[src/sldsel_pkg.sv]
// ----------------------------------------------------------------------------
// sldsel_pkg
// Types and codes for the supply level and duty selector.
// ----------------------------------------------------------------------------
package sldsel_pkg;

  // Word kinds on the input channel
  localparam logic MODE_WRITE   = 1'b0;
  localparam logic MODE_COMPUTE = 1'b1;

  // Duty policies
  localparam logic [1:0] POL_PWM     = 2'd0;
  localparam logic [1:0] POL_NORMAL  = 2'd1;
  localparam logic [1:0] POL_VOLTAGE = 2'd2;

  // Error codes
  localparam logic [1:0] ERR_NONE   = 2'd0;
  localparam logic [1:0] ERR_POWER  = 2'd1;
  localparam logic [1:0] ERR_POLICY = 2'd2;

  // Fixed constants of the selection rules
  localparam logic [15:0] POWER_LIMIT   = 16'd1000;
  localparam logic [3:0]  DEFAULT_LEVEL = 4'd15;
  localparam int          PCT           = 100;
  localparam int          PWM_DIV       = 10;

  // power / 10 as (power * 205) >> 11, exact for power up to 1028
  localparam int          PWM_RECIP     = 205;
  localparam int          PWM_RECIP_SH  = 11;

  // Field widths
  localparam int VOLT_W = 11;
  localparam int DUTY_W = 7;
  localparam int PWR_W  = 10;            // power after the range check
  localparam int PROD_W = 17;            // 100 * (power + 1)
  localparam int QBITS  = 7;             // quotient bits of the serial divider
  localparam int DSH_W  = VOLT_W + QBITS - 1;
  localparam int CMP_W  = 18;

  typedef enum logic [2:0] {
    ST_IDLE,
    ST_READ,
    ST_CHECK,
    ST_DIV,
    ST_DONE
  } state_e;

endpackage

[src/supply_level_and_duty_select.sv]
// ----------------------------------------------------------------------------
// supply_level_and_duty_select
// Keeps a table of supply voltage levels and picks a level and PWM duty for
// a requested power under one of three policies.
// ----------------------------------------------------------------------------
//
//  channel | signals                                   | direction
//  --------+-------------------------------------------+----------
//  in      | in_valid_i/in_ready_o, mode_i,            | input
//          | entry_index_i, entry_centivolts_i,        |
//          | power_permille_i, policy_i                |
//  out     | out_valid_o/out_ready_i, duty_o,          | output
//          | level_index_o, error_code_o               |
//
// A write word is stored on acceptance. A compute word walks the level table
// from the last entry towards entry 0, each entry a registered memory read
// (READ) then a check (CHECK); a qualifying normal level then runs a 7-step
// restoring divider for 100*p/v, while p/10 comes from a reciprocal multiply.
// Pure PWM and error words go straight from IDLE to DONE; normal and pure
// voltage words pass READ and CHECK per entry, normal also DIV. Reset clears
// the per-entry valid bits, so the table reads as all zero with no clearing
// pass. in_ready_o is high in idle even while a result waits in the output
// register; a stalled output holds the walk in its final step.
// ----------------------------------------------------------------------------
module supply_level_and_duty_select #(
  parameter int MAX_DUTY   = 90,
  parameter int NUM_LEVELS = 16
) (
  input  logic        clk_i,
  input  logic        rst_ni,

  input  logic        in_valid_i,
  output logic        in_ready_o,
  input  logic        mode_i,
  input  logic [3:0]  entry_index_i,
  input  logic [10:0] entry_centivolts_i,
  input  logic [15:0] power_permille_i,
  input  logic [1:0]  policy_i,

  output logic        out_valid_o,
  input  logic        out_ready_i,
  output logic [6:0]  duty_o,
  output logic [3:0]  level_index_o,
  output logic [1:0]  error_code_o
);

  localparam int AW = (NUM_LEVELS > 1) ? $clog2(NUM_LEVELS) : 1;
  localparam int VW = sldsel_pkg::VOLT_W;
  localparam int DW = sldsel_pkg::DUTY_W;
  localparam int PW = sldsel_pkg::PROD_W;
  localparam int CW = sldsel_pkg::CMP_W;
  localparam int SW = sldsel_pkg::DSH_W;
  localparam logic [DW-1:0] MAX_D = DW'(MAX_DUTY);
  localparam logic [AW-1:0] LAST  = AW'(NUM_LEVELS - 1);

  // Level table memory with per-entry valid bits
  logic [VW-1:0]         mem [NUM_LEVELS];
  logic [NUM_LEVELS-1:0] vld_q;
  logic [VW-1:0]         rd_data_q;
  logic                  rd_vld_q;

  sldsel_pkg::state_e state_q, state_d;

  logic [AW-1:0]  idx_q, idx_d;
  logic [1:0]     pol_q, pol_d;
  logic [sldsel_pkg::PWR_W-1:0] pwr_q, pwr_d;
  logic [PW-1:0]  pw100_q, pw100_d;
  logic [PW-1:0]  pw100p_q, pw100p_d;
  logic           found_q, found_d;
  logic [PW-1:0]  rem_q, rem_d;
  logic [SW-1:0]  dsh_q, dsh_d;
  logic [2:0]     cnt_q, cnt_d;
  logic [DW-1:0]  quo_q, quo_d;
  logic [DW-1:0]  res_duty_q, res_duty_d;
  logic [3:0]     res_level_q, res_level_d;
  logic [1:0]     res_err_q, res_err_d;

  logic           out_valid_q;
  logic [DW-1:0]  duty_q;
  logic [3:0]     level_q;
  logic [1:0]     err_q;

  logic           in_acc;
  logic           wr_en;
  logic           rd_en;
  logic           load_out;
  logic [VW-1:0]  entry;
  logic           used;
  logic           hit_normal;
  logic           fit_voltage;
  logic [PW-1:0]  pwr_prod;
  logic [PW:0]    trial;
  logic           take;
  logic [DW-1:0]  quo_nxt;
  logic [sldsel_pkg::PWR_W-1:0] tenth_src;
  logic [sldsel_pkg::PWR_W+7:0] tenth_prod;
  logic [DW-1:0]  tenth;
  logic [DW-1:0]  tenth_duty;

  assign in_ready_o = (state_q == sldsel_pkg::ST_IDLE);
  assign in_acc     = in_valid_i && in_ready_o;
  assign wr_en      = in_acc && (mode_i == sldsel_pkg::MODE_WRITE) &&
                      ({1'b0, entry_index_i} < 5'(NUM_LEVELS));
  assign rd_en      = (state_q == sldsel_pkg::ST_READ);

  // Table write and registered read
  always_ff @(posedge clk_i) begin
    if (wr_en) begin
      mem[entry_index_i[AW-1:0]] <= entry_centivolts_i;
    end
    if (rd_en) begin
      rd_data_q <= mem[idx_q];
    end
  end

  always_ff @(posedge clk_i or negedge rst_ni) begin
    if (!rst_ni) begin
      vld_q    <= '0;
      rd_vld_q <= 1'b0;
    end else begin
      if (wr_en) begin
        vld_q[entry_index_i[AW-1:0]] <= 1'b1;
      end
      if (rd_en) begin
        rd_vld_q <= vld_q[idx_q];
      end
    end
  end

  // Entry seen in the check step; an unwritten entry reads as zero
  assign entry = rd_vld_q ? rd_data_q : '0;
  assign used  = (entry != '0);

  // Normal: 100*p/v <= MAX  <=>  100*p < (MAX+1)*v
  assign hit_normal  = (CW'(pw100_q) < CW'(entry) * CW'(MAX_DUTY + 1));
  // Pure voltage: v*MAX/100 <= p  <=>  v*MAX < 100*(p+1)
  assign fit_voltage = (CW'(entry) * CW'(MAX_DUTY) < CW'(pw100p_q));

  assign pwr_prod = PW'(power_permille_i[sldsel_pkg::PWR_W-1:0]) * PW'(sldsel_pkg::PCT);

  // p/10 by reciprocal multiply, clamped to the maximum duty
  assign tenth_src  = (state_q == sldsel_pkg::ST_IDLE) ?
                      power_permille_i[sldsel_pkg::PWR_W-1:0] : pwr_q;
  assign tenth_prod = (sldsel_pkg::PWR_W+8)'(tenth_src) *
                      (sldsel_pkg::PWR_W+8)'(sldsel_pkg::PWM_RECIP);
  assign tenth      = tenth_prod[sldsel_pkg::PWR_W+7:sldsel_pkg::PWM_RECIP_SH];
  assign tenth_duty = (tenth > MAX_D) ? MAX_D : tenth;

  // One restoring divider step
  assign trial   = {1'b0, rem_q} - (PW+1)'(dsh_q);
  assign take    = !trial[PW];
  assign quo_nxt = quo_q | (take ? (DW'(1) << cnt_q) : '0);

  assign load_out = (state_q == sldsel_pkg::ST_DONE) && (!out_valid_q || out_ready_i);

  // Next state and datapath control
  always_comb begin
    state_d     = state_q;
    idx_d       = idx_q;
    pol_d       = pol_q;
    pwr_d       = pwr_q;
    pw100_d     = pw100_q;
    pw100p_d    = pw100p_q;
    found_d     = found_q;
    rem_d       = rem_q;
    dsh_d       = dsh_q;
    cnt_d       = cnt_q;
    quo_d       = quo_q;
    res_duty_d  = res_duty_q;
    res_level_d = res_level_q;
    res_err_d   = res_err_q;

    unique case (state_q)
      sldsel_pkg::ST_IDLE: begin
        if (in_acc && (mode_i == sldsel_pkg::MODE_COMPUTE)) begin
          pol_d       = policy_i;
          pwr_d       = power_permille_i[sldsel_pkg::PWR_W-1:0];
          pw100_d     = pwr_prod;
          pw100p_d    = pwr_prod + PW'(sldsel_pkg::PCT);
          idx_d       = LAST;
          found_d     = 1'b0;
          res_err_d   = sldsel_pkg::ERR_NONE;
          res_duty_d  = '0;
          res_level_d = sldsel_pkg::DEFAULT_LEVEL;
          cnt_d       = 3'(sldsel_pkg::QBITS - 1);
          quo_d       = '0;
          if (power_permille_i > sldsel_pkg::POWER_LIMIT) begin
            res_err_d = sldsel_pkg::ERR_POWER;
            state_d   = sldsel_pkg::ST_DONE;
          end else begin
            case (policy_i)
              sldsel_pkg::POL_PWM: begin
                res_level_d = '0;
                res_duty_d  = tenth_duty;
                state_d     = sldsel_pkg::ST_DONE;
              end
              sldsel_pkg::POL_NORMAL: begin
                state_d = sldsel_pkg::ST_READ;
              end
              sldsel_pkg::POL_VOLTAGE: begin
                res_duty_d = MAX_D;
                state_d    = sldsel_pkg::ST_READ;
              end
              default: begin
                res_err_d = sldsel_pkg::ERR_POLICY;
                state_d   = sldsel_pkg::ST_DONE;
              end
            endcase
          end
        end
      end

      sldsel_pkg::ST_READ: begin
        state_d = sldsel_pkg::ST_CHECK;
      end

      sldsel_pkg::ST_CHECK: begin
        if (pol_q == sldsel_pkg::POL_NORMAL) begin
          if (used && hit_normal) begin
            // Qualifying level: duty = 100*p / v
            res_level_d = 4'(idx_q);
            rem_d       = pw100_q;
            dsh_d       = SW'(entry) << (sldsel_pkg::QBITS - 1);
            state_d     = sldsel_pkg::ST_DIV;
          end else if (idx_q == '0) begin
            // No level qualifies: fall back to level 0, duty p/10
            res_level_d = '0;
            res_duty_d  = tenth_duty;
            state_d     = sldsel_pkg::ST_DONE;
          end else begin
            idx_d   = idx_q - AW'(1);
            state_d = sldsel_pkg::ST_READ;
          end
        end else begin
          // Pure voltage walk
          if (used && !fit_voltage) begin
            if (!found_q) begin
              res_level_d = 4'(idx_q);
              res_duty_d  = '0;
            end
            state_d = sldsel_pkg::ST_DONE;
          end else begin
            if (used) begin
              found_d     = 1'b1;
              res_level_d = 4'(idx_q);
            end
            if (idx_q == '0) begin
              state_d = sldsel_pkg::ST_DONE;
            end else begin
              idx_d   = idx_q - AW'(1);
              state_d = sldsel_pkg::ST_READ;
            end
          end
        end
      end

      sldsel_pkg::ST_DIV: begin
        if (take) begin
          rem_d = trial[PW-1:0];
        end
        quo_d = quo_nxt;
        dsh_d = dsh_q >> 1;
        cnt_d = cnt_q - 3'd1;
        if (cnt_q == '0) begin
          res_duty_d = (quo_nxt > MAX_D) ? MAX_D : quo_nxt;
          state_d    = sldsel_pkg::ST_DONE;
        end
      end

      sldsel_pkg::ST_DONE: begin
        if (load_out) begin
          state_d = sldsel_pkg::ST_IDLE;
        end
      end

      default: begin
        state_d = sldsel_pkg::ST_IDLE;
      end
    endcase
  end

  // Control state
  always_ff @(posedge clk_i or negedge rst_ni) begin
    if (!rst_ni) begin
      state_q     <= sldsel_pkg::ST_IDLE;
      out_valid_q <= 1'b0;
    end else begin
      state_q <= state_d;
      if (load_out) begin
        out_valid_q <= 1'b1;
      end else if (out_ready_i) begin
        out_valid_q <= 1'b0;
      end
    end
  end

  // Working registers
  always_ff @(posedge clk_i) begin
    idx_q       <= idx_d;
    pol_q       <= pol_d;
    pwr_q       <= pwr_d;
    pw100_q     <= pw100_d;
    pw100p_q    <= pw100p_d;
    found_q     <= found_d;
    rem_q       <= rem_d;
    dsh_q       <= dsh_d;
    cnt_q       <= cnt_d;
    quo_q       <= quo_d;
    res_duty_q  <= res_duty_d;
    res_level_q <= res_level_d;
    res_err_q   <= res_err_d;
  end

  // Output register
  always_ff @(posedge clk_i) begin
    if (load_out) begin
      duty_q  <= res_duty_q;
      level_q <= res_level_q;
      err_q   <= res_err_q;
    end
  end

  assign out_valid_o   = out_valid_q;
  assign duty_o        = duty_q;
  assign level_index_o = level_q;
  assign error_code_o  = err_q;

endmodule
[config.mk]
export PLATFORM = sky130hd
export DESIGN_NAME = supply_level_and_duty_select
export DESIGN_NICKNAME = d
export VERILOG_FILES = /design/src/sldsel_pkg.sv /design/src/supply_level_and_duty_select.sv
export SDC_FILE = /design/constraint.sdc
export NUM_CORES = 1
export LEC_CHECK = 0
export BUFFER_PORTS_ARGS = -buffer_cell sky130_fd_sc_hd__buf_2
export CORE_MARGIN = 1
export CORE_UTILIZATION = 65
export CTS_BUF_LIST = sky130_fd_sc_hd__clkbuf_4 sky130_fd_sc_hd__clkbuf_8
export DETAILED_ROUTE_END_ITERATION = 16
export PLACE_DENSITY = 0.85
export SYNTH_ARGS = -nofsm -noshare
export SYNTH_HDL_FRONTEND = slang
export SYNTH_SLANG_ARGS = --single-unit
[constraint.sdc]
create_clock -name clk_i -period 9.7 [get_ports clk_i]
set_input_delay 0.485 -clock clk_i [delete_from_list [all_inputs] [get_ports clk_i]]
set_output_delay 0.485 -clock clk_i [all_outputs]
set_load 0.02 [all_outputs]
==> results of run 1 <==
==> state kept, by name, indices dropped and copies added (netlist names), 2 cells and up <==
signal         count
res_duty_q         7
rem_q             17
rd_data_q         11
quo_q              7
pw100p_q          15
error_code_o       2
res_level_q        4
state_q            3
cnt_q              3
pwr_q             10
level_index_o      4
duty_o             7
idx_q              4
dsh_q             17
pw100_q           12
vld_q             16
pol_q              2
mem              176
res_err_q          2
==> cells in the final DEF (no fill, tap or decap), drive strengths merged, types with 42 or more instances in the layout <==
master  Yosys  final
a21oi      53     53
buf         9     72
clkbuf     24     64
edfxtp    301    301
fa         51     51
ha        181    181
inv       207    210
mux4       60     60
nand2      86     86
nor2       80     80
o21ai      65     65
xnor2      42     42
==> report_power, final <==
group | switching, mW | internal, mW
logic | 1.16 | 0.859
clock network | 0.555 | 0.573
registers | 0.0512 | 1.63
==> final timing paths <==
path	slack, ps	from	to
setup / recovery	2190	rd_vld_q	rem_q[0]
min in group asynchronous	350	rst_ni	vld_q[12]
max in group asynchronous	8960	rst_ni	out_valid_o
setup reg to reg	2190	rd_vld_q	rem_q[0]
hold / removal	140	policy_i[0]	pol_q[0]
hold reg to reg	400	res_duty_q[5]	duty_o[5]
==> per-layer routing <==
layer	track usage, %	routed length, um	vias to the layer above
met5	0	8	-
met4	12.1	1540	2
met3	4.82	3100	129
met2	47.6	20300	548
met1	38.6	16700	5950
li1	-	-	5510
==> cell usage after synthesis, drive strengths merged, types with 3 or more instances <==
| cell | n |
|---|---|
| mux4 | 60 |
| nand4 | 4 |
| o21ai | 65 |
| or4 | 3 |
| a21oi | 53 |
| and3 | 7 |
| ha | 181 |
| o21bai | 6 |
| mux2 | 10 |
| a211oi | 11 |
| and2 | 12 |
| nand2b | 24 |
| buf | 9 |
| inv | 207 |
| a31oi | 11 |
| a211o | 6 |
| edfxtp | 301 |
| o41ai | 3 |
| a311oi | 3 |
| fa | 51 |
| nor2 | 80 |
| nor3 | 19 |
| dfrtp | 21 |
| o31a | 4 |
| clkbuf | 24 |
| a21o | 19 |
| o22ai | 4 |
| xnor2 | 42 |
| nand3 | 19 |
| nand3b | 6 |
| a2111oi | 3 |
| nor2b | 14 |
| o21a | 12 |
| or3 | 3 |
| nand2 | 86 |
| o31ai | 4 |
| nor4 | 3 |
| xor2 | 36 |
| o211ai | 5 |
| or2 | 24 |
==> kinds of logic (layout without fill, tap and decap cells) <==
| group | after synthesis | in the layout |
|---|---|---|
| compound gates | 225 | 225 |
| xor+xnor | 78 | 78 |
| fa+ha+maj | 232 | 232 |
| buf+inv | 241 | 374 |
| flops | 322 | 322 |
| mux | 72 | 72 |
| other cells | 0 | 1 |
| simple gates | 308 | 308 |
==> metrics by stage <==
| step | std cells | util, % | hold WS, ps | worst slack (ps) |
|---|---|---|---|---|
| 3_5_place_dp | 1901 | 68.8 | 405 | 2290 |
| 2_1_floorplan | 1478 | - | 189 | 2880 |
| 4_1_cts | 1995 | 72.4 | 124 | 2260 |
| 3_3_place_gp | 1901 | 68.8 | 401 | 2510 |
| 6_report | 1996 | 72.4 | 137 | 2190 |
| 5_1_grt | 1996 | 72.4 | 118 | 1720 |
==> area by class of cell <==
| class | instances | area, um^2 | share of cell area (%) |
|---|---|---|---|
| clock inverters | 29 | 181 | 0.876 |
| flip-flops and latches | 322 | 9560 | 46.2 |
| inverters | 208 | 781 | 3.77 |
| repair buffers | 73 | 420 | 2.03 |
| well taps | 384 | 480 | 2.32 |
| clock buffers | 64 | 825 | 3.98 |
| multi-input cells | 915 | 8470 | 40.9 |
| diodes | 1 | 2.50 | 0.0121 |
==> timing repair <==
| item | CTS | global route |
|---|---|---|
| hold endpoints to repair | 21 | 0 |
| buffers inserted | 0 | 0 |
| gates resized for setup | 0 | 0 |
| hold buffers | 1 | 0 |
| setup endpoints to repair | 0 | 0 |
==> results.py, run 1 <==
metrics = {
    "synth": {
        "synth.yosys.warnings": 0,
        "synth_seq_area_share_pct": 50.6,
        "synth_simple_gate_area_share_pct": 7.92,
        "ys_ff_latch": 322,
        "avg_cell_area_syn_um2": 12.8,
        "most_area_consuming_cells_after_synthesis": "sky130_fd_sc_hd__edfxtp_1 48%, sky130_fd_sc_hd__ha_1 12%, sky130_fd_sc_hd__mux4_2 7.1%",
        "synth-async-reset-ratio_pct": 6.52,
        "synth_compound_gate_area_share_pct": 7.83,
        "synth_top_cell_by_area": "sky130_fd_sc_hd__edfxtp_1",
        "yosysTopAreaCellShare_pct": 47.8,
        "synthesis.instances": 1478,
        "netlist_area_um2": 18900,
        "postSynthNetCount": 1748,
        "synthDistinctLibCells": 69,
        "synth_mux_area_share_pct": 7.85,
        "main_combinational_cell_family_by_area_after_synthesis": "adder cells",
        "synth-main-ff-cell": "sky130_fd_sc_hd__edfxtp_1",
        "synth_edf_count": 301,
        "area_share_of_xor_xnor_cells_in_the_synthesized_design_pct": 3.61,
        "synth_adder_area_share_pct": 17.4,
    },
    "detailed_routing": {
        "drt-total-wl_um": 41700,
        "routed_via_density": 6.08,
        "detail_route.iter0.violations": 1209,
        "remaining_drc_errors": 0,
        "vias": 12100,
        "first_pass_iters": 6,
        "antenna_violating_nets_post_route": 0,
        "route.detailed.wl_per_inst_um": 20.9,
    },
    "die": {
        "io-pin-count": 53,
        "placement_rows": 62,
        "die_outline_area_um2": 29800,
        "start_util_pct": 66.1,
        "die_w_um": 173,
        "core_area_um2": 28600,
        "vertical_die_dimension_um": 173,
    },
    "timing": {
        "tns_ps": 0,
        "timing.final.crit_period_ps": 7510,
        "rsz_0062_raised_after_global_routing": "false",
        "max_clock_freq_mhz": 133,
        "hold_viol_final": 0,
        "post-route-period-util_pct": 77.5,
        "slew_headroom_pct": 22.5,
        "worstMarginPinSlew_ps": 1160,
        "final.setup_skew_ps": 68.2,
        "finalSetupViolCount": 0,
        "timing_max_transition_violations_final": 0,
    },
    "global_routing": {
        "grt_start_max_net_pins": 60,
        "grt_overflow": 0,
        "wire_length_of_the_first_global_routing_pass_um": 66400,
        "groute.usage.overall_pct": 28.9,
        "antenna_found_initial": 4,
        "grt_pass1_vias": 12500,
    },
    "critical_path": {
        "timing.critical_path.slowest_cell_delay_ps": 830,
        "r2r.worst_path.cells": 23,
        "timing.critical_path.fanout_max": 17,
        "crit_chain": "nand2_1, inv_1, ha_1, fa_1, inv_1, fa_1, inv_1, fa_1, ha_1, a211oi_1, nand2_1, o211ai_1, o21ai_0, o21ai_0, nand2_1, xor2_1, ha_1, a2111oi_0, o21ai_0, a211oi_1, o31a_1, nand2_1, o22ai_2",
        "cp_data_required_time_ps": 9910,
        "crit_arrival_ps": 7720,
        "path_common_cell": "sky130_fd_sc_hd__nand2_1",
        "timing.critical_path.slowest_stage_cell": "sky130_fd_sc_hd__o22ai_2",
        "path_depth": 23,
        "cp-end-kind": "flop",
        "critPathTopFamily": "compound AO/OA/AOI/OAI gates",
        "cp-start-kind": "flop",
        "worstSetupPathType": "reg -> reg",
        "crit_buf_inv": 3,
    },
    "finish": {
        "finish.instance_area_um2": 20700,
        "number_of_nets_in_the_final_layout": 1840,
        "fill_cells": 1771,
        "areaGrowthSynthToFinish_pct": 9.57,
        "drive_gt1_share_pct": 16.7,
    },
    "power": {
        "max-vdd-ir-drop_mv": 0.592,
        "power.leakage_nw": 8.59,
        "totalPowerFinal_mw": 4.83,
        "power_density_nw_per_um2": 233,
    },
    "clock_tree": {
        "tritoncts": "yes",
        "worstSkewPairLatency_ps": 640,
        "clk_pin_slew_ps": 70,
        "cts.sink_count": 322,
        "tritoncts.num_buffers": 50,
        "clock_tree.htree_level_count": 2,
        "root_buffer_cell": "sky130_fd_sc_hd__clkbuf_8",
        "clk_path_buf_depth": 3,
    },
    "flow_run": {
        "drv_cap": 0,
    },
    "status": {
        "status": "complete, no violations",
    },
    "placement": {
        "detailed_place_hpwl_um": 29600,
        "cell_area_after_placement_um2": 19700,
        "place_congestion": 0.874,
        "port-buffer-count": 52,
    },
    "worst_hold_path": {
        "hp-class": "in -> reg",
        "hold_path_depth": 1,
    },
}
(Power assumes the default switching activity.)
==> run 2: changes to the inputs <==
--- a/config.mk
+++ b/config.mk
@@ -7,10 +7,10 @@
 export LEC_CHECK = 0
 export BUFFER_PORTS_ARGS = -buffer_cell sky130_fd_sc_hd__buf_2
 export CORE_MARGIN = 1
-export CORE_UTILIZATION = 65
+export CORE_UTILIZATION = 59
 export CTS_BUF_LIST = sky130_fd_sc_hd__clkbuf_4 sky130_fd_sc_hd__clkbuf_8
 export DETAILED_ROUTE_END_ITERATION = 16
-export PLACE_DENSITY = 0.85
+export PLACE_DENSITY = 0.81
 export SYNTH_ARGS = -nofsm -noshare
 export SYNTH_HDL_FRONTEND = slang
 export SYNTH_SLANG_ARGS = --single-unit
==> constraint.sdc (replaced) <==
create_clock -name clk_i -period 6.1 [get_ports clk_i]
set_input_delay 0.305 -clock clk_i [delete_from_list [all_inputs] [get_ports clk_i]]
set_output_delay 0.305 -clock clk_i [all_outputs]
set_load 0.02 [all_outputs]
==> results.py, run 2 (synthesis results as in run 1) <==
metrics = {
    "finish": {
        "largest_register_ffs": 176,
        "drive_gt1_share_pct": 22.1,
        "antenna_cells_inserted": 0,
        "finish.instance_area_um2": 21600,
        "number_of_nets_in_the_final_layout": 1900,
        "layout.cells.most_common_list": "301 x sky130_fd_sc_hd__edfxtp_1, 202 x sky130_fd_sc_hd__inv_1, 170 x sky130_fd_sc_hd__ha_1",
        "fin_cells": 2073,
        "layout.core_utilization_pct": 68.4,
        "areaGrowthSynthToFinish_pct": 14.2,
        "layout_commonest_cell": "sky130_fd_sc_hd__edfxtp_1",
    },
    "critical_path": {
        "crit_arrival_ps": 6370,
        "cp-start-kind": "flop",
        "critPathLaunch": "rd_vld_q",
        "worstSetupPathType": "reg -> reg",
        "cp-end-kind": "flop",
        "timing.critical_path.fanout_max": 6,
        "worst_reg2reg_startpoint": "rd_vld_q",
        "cp_data_required_time_ps": 6390,
    },
    "flow_run": {
        "drv_cap": 0,
    },
    "detailed_routing": {
        "wl_met2_um": 20700,
        "highest_layer": "met5",
        "antenna_violating_nets_post_route": 0,
        "met3_wirelength_um": 2650,
        "wl_met1_um": 16800,
        "first_pass_iters": 7,
        "remaining_drc_errors": 0,
        "vias": 12200,
        "detail_route.iter0.violations": 911,
        "routed_via_density": 5.89,
        "route.detailed.wl_per_inst_um": 20.0,
        "drt-total-wl_um": 41600,
    },
    "timing": {
        "slew_headroom_pct": 24.2,
        "finalHoldWorstSlack_ps": 16.9,
        "hold_viol_final": 0,
        "rsz_0062_raised_after_global_routing": "true",
        "timing_max_transition_violations_final": 0,
        "max_clock_freq_mhz": 164,
        "tns_ps": 0,
        "post-route-period-util_pct": 99.7,
        "finalSetupViolCount": 0,
        "fin_ws_ps": 18.7,
        "timing.final.crit_period_ps": 6080,
        "worstMarginPinSlew_ps": 1140,
        "final.setup_skew_ps": 19.1,
    },
    "power": {
        "power_density_nw_per_um2": 360,
        "max-vdd-ir-drop_mv": 0.689,
        "totalPowerFinal_mw": 7.77,
        "power.leakage_nw": 8.93,
    },
    "placement": {
        "port-buffer-count": 52,
        "detailed_place_hpwl_um": 29300,
        "pre_cts_ws_ps": -141,
        "post-place-cells": 1954,
        "place_congestion": 0.937,
        "cell_area_after_placement_um2": 20000,
    },
    "clock_tree": {
        "root_buffer_cell": "sky130_fd_sc_hd__clkbuf_8",
        "tritoncts.num_buffers": 50,
        "worstSkewPairLatency_ps": 590,
        "clk_pin_slew_ps": 60,
        "cts.sink_count": 322,
        "clock_tree.htree_level_count": 2,
        "clk_path_buf_depth": 3,
        "tritoncts": "yes",
    },
    "status": {
        "status": "complete, no violations",
    },
    "global_routing": {
        "grt_overflow": 0,
        "grt_pass1_vias": 12400,
        "grt_start_max_net_pins": 60,
        "groute.usage.overall_pct": 25.7,
        "antenna_found_initial": 1,
        "wire_length_of_the_first_global_routing_pass_um": 65100,
    },
    "die": {
        "placement_rows": 65,
        "die_w_um": 181,
        "vertical_die_dimension_um": 181,
        "core_area_um2": 31600,
        "die_outline_area_um2": 32800,
        "start_util_pct": 59.9,
        "io-pin-count": 53,
    },
    "worst_hold_path": {
        "hold_path_startpoint": "power_permille_i[8]",
        "hp-class": "in -> reg",
    },
}
[run 2: layer usage]
layer  vias up  track usage [%]
met4         2             10.0
met1      5994             33.6
met5         -                0
met2       479             43.6
met3       100             3.67
li1       5643                -
[run 2: path summary, 6_finish.rpt]
kind	cells after the start	slack, ps	end
setup / recovery	24	20	res_level_q[1]
hold / removal	1	20	pwr_q[8]
hold reg to reg	0	410	level_index_o[3]
min in group asynchronous	2	250	vld_q[7]
max in group asynchronous	2	5430	rd_vld_q
setup reg to reg	24	20	res_level_q[1]
[run 2: power by group]
part | leakage (nW) | switching [mW] | internal [mW]
logic | 5.37 | 1.86 | 1.42
clock network | 0.550 | 0.835 | 0.996
registers | 3.01 | 0.0679 | 2.60
[run 2: final cells by class]
| class | count | area (um^2) |
|---|---|---|
| repair buffers | 133 | 942 |
| flip-flops and latches | 322 | 9570 |
| fillers | 2081 | 9960 |
| multi-input cells | 915 | 8760 |
| clock inverters | 22 | 151 |
| clock buffers | 71 | 890 |
| well taps | 402 | 503 |
| inverters | 208 | 781 |
[run 2: timing repair]
| item | CTS | global route |
|---|---|---|
| pin swaps | 6 | 29 |
| hold endpoints to repair | 26 | 0 |
| gates cloned | 1 | 0 |
| setup buffers | 5 | 14 |
| hold buffers | 6 | 0 |
| gates resized for setup | 13 | 51 |
| setup endpoints to repair | 49 | 60 |
[run 2: critical path: stages (launching register included)]
cell and delay, ps:
sky130_fd_sc_hd__dfrtp_2 450, sky130_fd_sc_hd__and2_4 190, sky130_fd_sc_hd__ha_4 220, sky130_fd_sc_hd__fa_1 540, sky130_fd_sc_hd__inv_2 40, sky130_fd_sc_hd__fa_1 510
sky130_fd_sc_hd__inv_2 40, sky130_fd_sc_hd__fa_1 520, sky130_fd_sc_hd__ha_4 230, sky130_fd_sc_hd__a211oi_4 240, sky130_fd_sc_hd__nand2_1 90, sky130_fd_sc_hd__o211ai_1 250
sky130_fd_sc_hd__o21ai_1 130, sky130_fd_sc_hd__o21ai_1 170, sky130_fd_sc_hd__nand2_1 90, sky130_fd_sc_hd__xor2_1 150, sky130_fd_sc_hd__ha_1 350, sky130_fd_sc_hd__a2111oi_4 290
sky130_fd_sc_hd__o21ai_1 100, sky130_fd_sc_hd__a211oi_1 230, sky130_fd_sc_hd__o31a_1 290, sky130_fd_sc_hd__buf_4 160, sky130_fd_sc_hd__o21ai_0 100, sky130_fd_sc_hd__a31oi_1 210
sky130_fd_sc_hd__buf_4 160
